### config.mk
export PLATFORM = sky130hd
export DESIGN_NAME = smpq_cell
export DESIGN_NICKNAME = d
export VERILOG_FILES = /design/src/hw/rtl/smpq_pkg.sv /design/src/hw/rtl/smpq_cell.sv
export SDC_FILE = /design/constraint.sdc
export NUM_CORES = 1
export LEC_CHECK = 0
export BUFFER_PORTS_ARGS = -buffer_cell sky130_fd_sc_hd__clkbuf_2
export CAP_MARGIN = 0
export CORE_MARGIN = 5
export CORE_UTILIZATION = 45
export DETAILED_ROUTE_END_ITERATION = 10
export GPL_TIMING_DRIVEN = 0
export PLACE_DENSITY_LB_ADDON = 0.05
export SLEW_MARGIN = 5
export SYNTH_ARGS = -nofsm -noshare
export SYNTH_HDL_FRONTEND = slang
export SYNTH_SLANG_ARGS = --single-unit
### constraint.sdc
create_clock -name clk -period 5.83 [get_ports clk]
set_input_delay 0.2915 -clock clk [delete_from_list [all_inputs] [get_ports clk]]
set_output_delay 0.2915 -clock clk [all_outputs]
set_load 0.005 [all_outputs]
### src/hw/rtl/smpq_pkg.sv
`timescale 1ns / 1ps
// ----------------------------------------------------------------------------
// smpq_pkg
// Shared types and constants for the stable min-priority queue.
// ----------------------------------------------------------------------------
package smpq_pkg;

	localparam int DEPTH = 128;

	localparam int KEY_W = 8;
	localparam int ID_W = 16;
	localparam int STATUS_W = 2;

	localparam logic FUNC_ENQ = 1'b0;
	localparam logic FUNC_DEQ = 1'b1;

	localparam logic [STATUS_W-1:0] ST_OK = 2'd0;
	localparam logic [STATUS_W-1:0] ST_FULL = 2'd1;
	localparam logic [STATUS_W-1:0] ST_EMPTY = 2'd2;

	typedef struct packed {
		logic             valid;
		logic [KEY_W-1:0] key;
		logic [ID_W-1:0]  id;
	} entry_t;

	typedef struct packed {
		logic             enq;
		logic             deq;
		logic [KEY_W-1:0] key;
		logic [ID_W-1:0]  id;
	} cmd_t;

endpackage

### src/hw/rtl/smpq_cell.sv
`timescale 1ns / 1ps
// ----------------------------------------------------------------------------
// smpq_cell
// One slot of the sorted chain: holds a job, shifts right on insert below it,
// shifts left on pop.
// ----------------------------------------------------------------------------
module smpq_cell (
	input  logic            clk,
	input  logic            arst_n,
	input  smpq_pkg::cmd_t  cmd,
	input  smpq_pkg::entry_t left,
	input  logic            left_place,
	input  smpq_pkg::entry_t right,
	output smpq_pkg::entry_t entry,
	output logic            place
);

	smpq_pkg::entry_t entry_q;
	smpq_pkg::entry_t nxt;
	logic             load;

	// place: new job belongs at or before this slot
	assign place = !entry_q.valid || (entry_q.key > cmd.key);
	assign entry = entry_q;

	always_comb begin
		nxt  = entry_q;
		load = 1'b0;
		priority if (cmd.enq) begin
			if (place && left_place) begin
				nxt  = left;
				load = 1'b1;
			end else if (place) begin
				nxt.valid = 1'b1;
				nxt.key   = cmd.key;
				nxt.id    = cmd.id;
				load      = 1'b1;
			end
		end else if (cmd.deq) begin
			nxt  = right;
			load = 1'b1;
		end
	end

	always_ff @(posedge clk or negedge arst_n) begin
		if (!arst_n) begin
			entry_q <= '0;
		end else if (load) begin
			entry_q <= nxt;
		end
	end

endmodule

==> results_dict.tcl <==
set metrics [dict create \
    n_antenna_cell 0 \
    layout_common_cells "clkbuf_2, a21oi_1, inv_1" \
    cts_setup_buffers 0 \
    antenna_found_initial 0 \
    wl_um 6564 \
    syn_avg_cell_area_um2 7.906 \
    fin_crit_sh_pct 44.90 \
    ys_seq_area_share_pct 31.53 \
    drc 0 \
    slew_viol_final 0 \
    status "complete, no violations" \
    multi_input_area_um2 1145 \
    dpl.cell_count 405 \
    synth_top_area_cell "dfrtp_1" \
    startpoint_type "flip-flop" \
    grt-busiest-layer "met2" \
    drtPass1Iterations 4 \
    start_util_pct 45.89 \
    cts_inserted_buffers 3 \
    critPathBufInv 2 \
    nNetsFinal 445 \
    layout_commonest_cell "clkbuf_2" \
    crit_type "reg -> out" \
    port_buffers 102 \
    htreeDepth 1 \
    layout.cells.non_filler 409 \
    path_max_fanout 10 \
    rsz0062_at_grt "false" \
    drive_gt1_share_pct 32.49 \
    post-route-util_pct 60.27 \
    via_count 2276 \
    netlist_area_um2 1984 \
    gr-total-overflow 0 \
    hold_violations 0 \
    met1_usage_pct 28.73 \
    dp.final_hpwl_um 4948 \
    grt_use_met2_pct 38.10 \
    insertion_delay_ns 0.28 \
    p_per_area_nw_per_um2 265.8 \
    switching_power_uw 267.2 \
    die_height_um 76.41 \
    arrival_ns 2.33 \
    ctsResizeCount 0 \
    placed_area_um2 2560 \
    crit_required_ns 5.54 \
    syn2layout_area_growth_pct 31.34 \
    synth_fa_ha_area_share_pct 5.044 \
    num_rows 24 \
    io_pins 105 \
    grt_max_degree 26 \
    internal-power_uw 425.6 \
    ys_ff_latch 25 \
    relSlewSlack_pct 55.04 \
    die_w_um 76.41 \
    ff_latch_area_um2 625.6 \
    path_delay_family "compound AO/OA/AOI/OAI gates" \
    track_usage_pct 22.53 \
    cap_violations 0 \
    die-area_um2 5838 \
    comb_power_share_pct 47.0 \
    setup_tns_ns 0 \
    max_freq_mhz 382.0 \
    holdWs_ns 0.03377 \
    cts_sinks 25 \
    gp_congestion 0.8362 \
    tightest_slew_ns 0.6744 \
    setup_violations 0 \
    wl_per_cell_um 16.05 \
    synth-compound-area-share_pct 36.76 \
    yosys_warnings 0 \
    clk_path_buf_depth 2 \
    first_global_vias 2311 \
    crit_slowest_cell "dfrtp_1" \
    fillers 425 \
    muxShareOfSynthArea_pct 0 \
    synth_simple_gate_area_share_pct 15.89 \
    synth_top_family_by_area "compound AO/OA/AOI/OAI gates" \
    seqPwrFrac_pct 37.5 \
    synth_cells 251 \
    syn-num-nets 338 \
    final.min_clock_period_ns 2.618 \
    switching_share_pct 38.56 \
    dr.first_iter.drc_count 134 \
    path_cells "ha_1 > nand2_1 > o21a_1 > o21ai_1 > clkbuf_1 > or2_1 > clkbuf_2" \
    core_um2 4324 \
    irDropWorstVdd_mv 0.1215 \
    yosys.area.top_type_share_pct 31.53 \
    yosysUniqueCellTypes 27 \
    avgViaCountPerCell 5.565 \
    path_clk_slew_ns 0.09 \
    largest_reg_flops 25 \
    grt_pass1_wl_um 11190 \
    drtAntennaViolNets 0 \
    final_area_um2 2606 \
    cts-hold-fix-buffers 0 \
    p_leak_nw 1.358 \
    cp-end-kind "primary output" \
    met3_usage_pct 5.910 \
    clockPowerShare_pct 15.6 \
    cts_tree "yes" \
    synth-xor-area-share_pct 0 \
    max_stage_delay_ns 0.42 \
    cts-root-buf "clkbuf_8" \
    hold_path_class "in -> async" \
    netlist_top_cells_area "dfrtp_1, a32o_1, a31oi_1" \
    fin_worst_skew_ns 0.004593 \
]
[cell usage after synthesis (all sizes together)]
master	count
and3	24
a21oi	28
o21ai	25
nor2b	1
a211oi	1
a21o	1
or2	2
a32o	24
buf	6
a31oi	25
ha	8
o211ai	1
o31ai	2
nand2	26
o21a	1
nor2	2
inv	27
dfrtp	25
clkbuf	19
nand4	2
or3	1
[power groups by stage]
stage / combinational [mW] / clock [mW] / sequential, mW
finish: 0.325 / 0.108 / 0.260
floorplan: 0.188 / 0 / 0.264
CTS: 0.329 / 0.111 / 0.260
global route: 0.364 / 0.117 / 0.267
global placement: 0.324 / 0 / 0.264
detailed placement: 0.327 / 0 / 0.263
[through the flow]
stage | power (mW) | setup slack [ns]
after floorplan | 0.4517 | 3.776
final | 0.6928 | 3.212
after global routing | 0.7486 | 3.057
after CTS | 0.7001 | 3.206
after detailed placement | 0.5904 | 3.443
after global placement | 0.5872 | 3.506
[path summary, 6_finish.rpt]
kind / slack (ns) / from / cells after the start / endpoint
worst max-delay path: 3.21 / entry[23] / 7 / place
worst min-delay path: 0.03 / arst_n / 1 / entry[11]
worst max register to register: 3.49 / entry[23] / 7 / entry[0]
worst min register to register: 0.50 / entry[1] / 1 / entry[1]
max in group asynchronous: 5.36 / arst_n / 1 / entry[17]
min in group clk: 0.39 / left[24] / 4 / entry[24]
[layout make-up]
type	instances	share of cell area, %
Multi-Input combinational cell	174	43.93
Sequential cell	25	24.00
Timing Repair Buffer	102	19.59
Buffer	25	4.321
Inverter	27	3.889
Tap cell	52	2.496
Clock buffer	3	1.584
Clock inverter	1	0.1920
[layer usage]
metal / vias to the layer above / share of wire (%)
met3: 5 / 8.6
met2: 86 / 47
met1: 1043 / 43
li1: 1142 / -
met5: - / 0
met4: 0 / 0.70
[cells by family after synthesis]
logic type / count (synthesis)
buffers and inverters: 52
and+or+nand+nor: 58
DFF: 25
adders and majority gates: 8
AOI/OAI and AO/OA: 108
[worst reg2reg max path, stage by stage (launching register included)]
cell and delay [ns]:
dfrtp_1 0.42, ha_1 0.36, nand2_1 0.07, o21a_1 0.20, o21ai_1 0.39, clkbuf_1 0.37, o21ai_0 0.15, a32o_1 0.28
(Power assumes the default switching activity.)
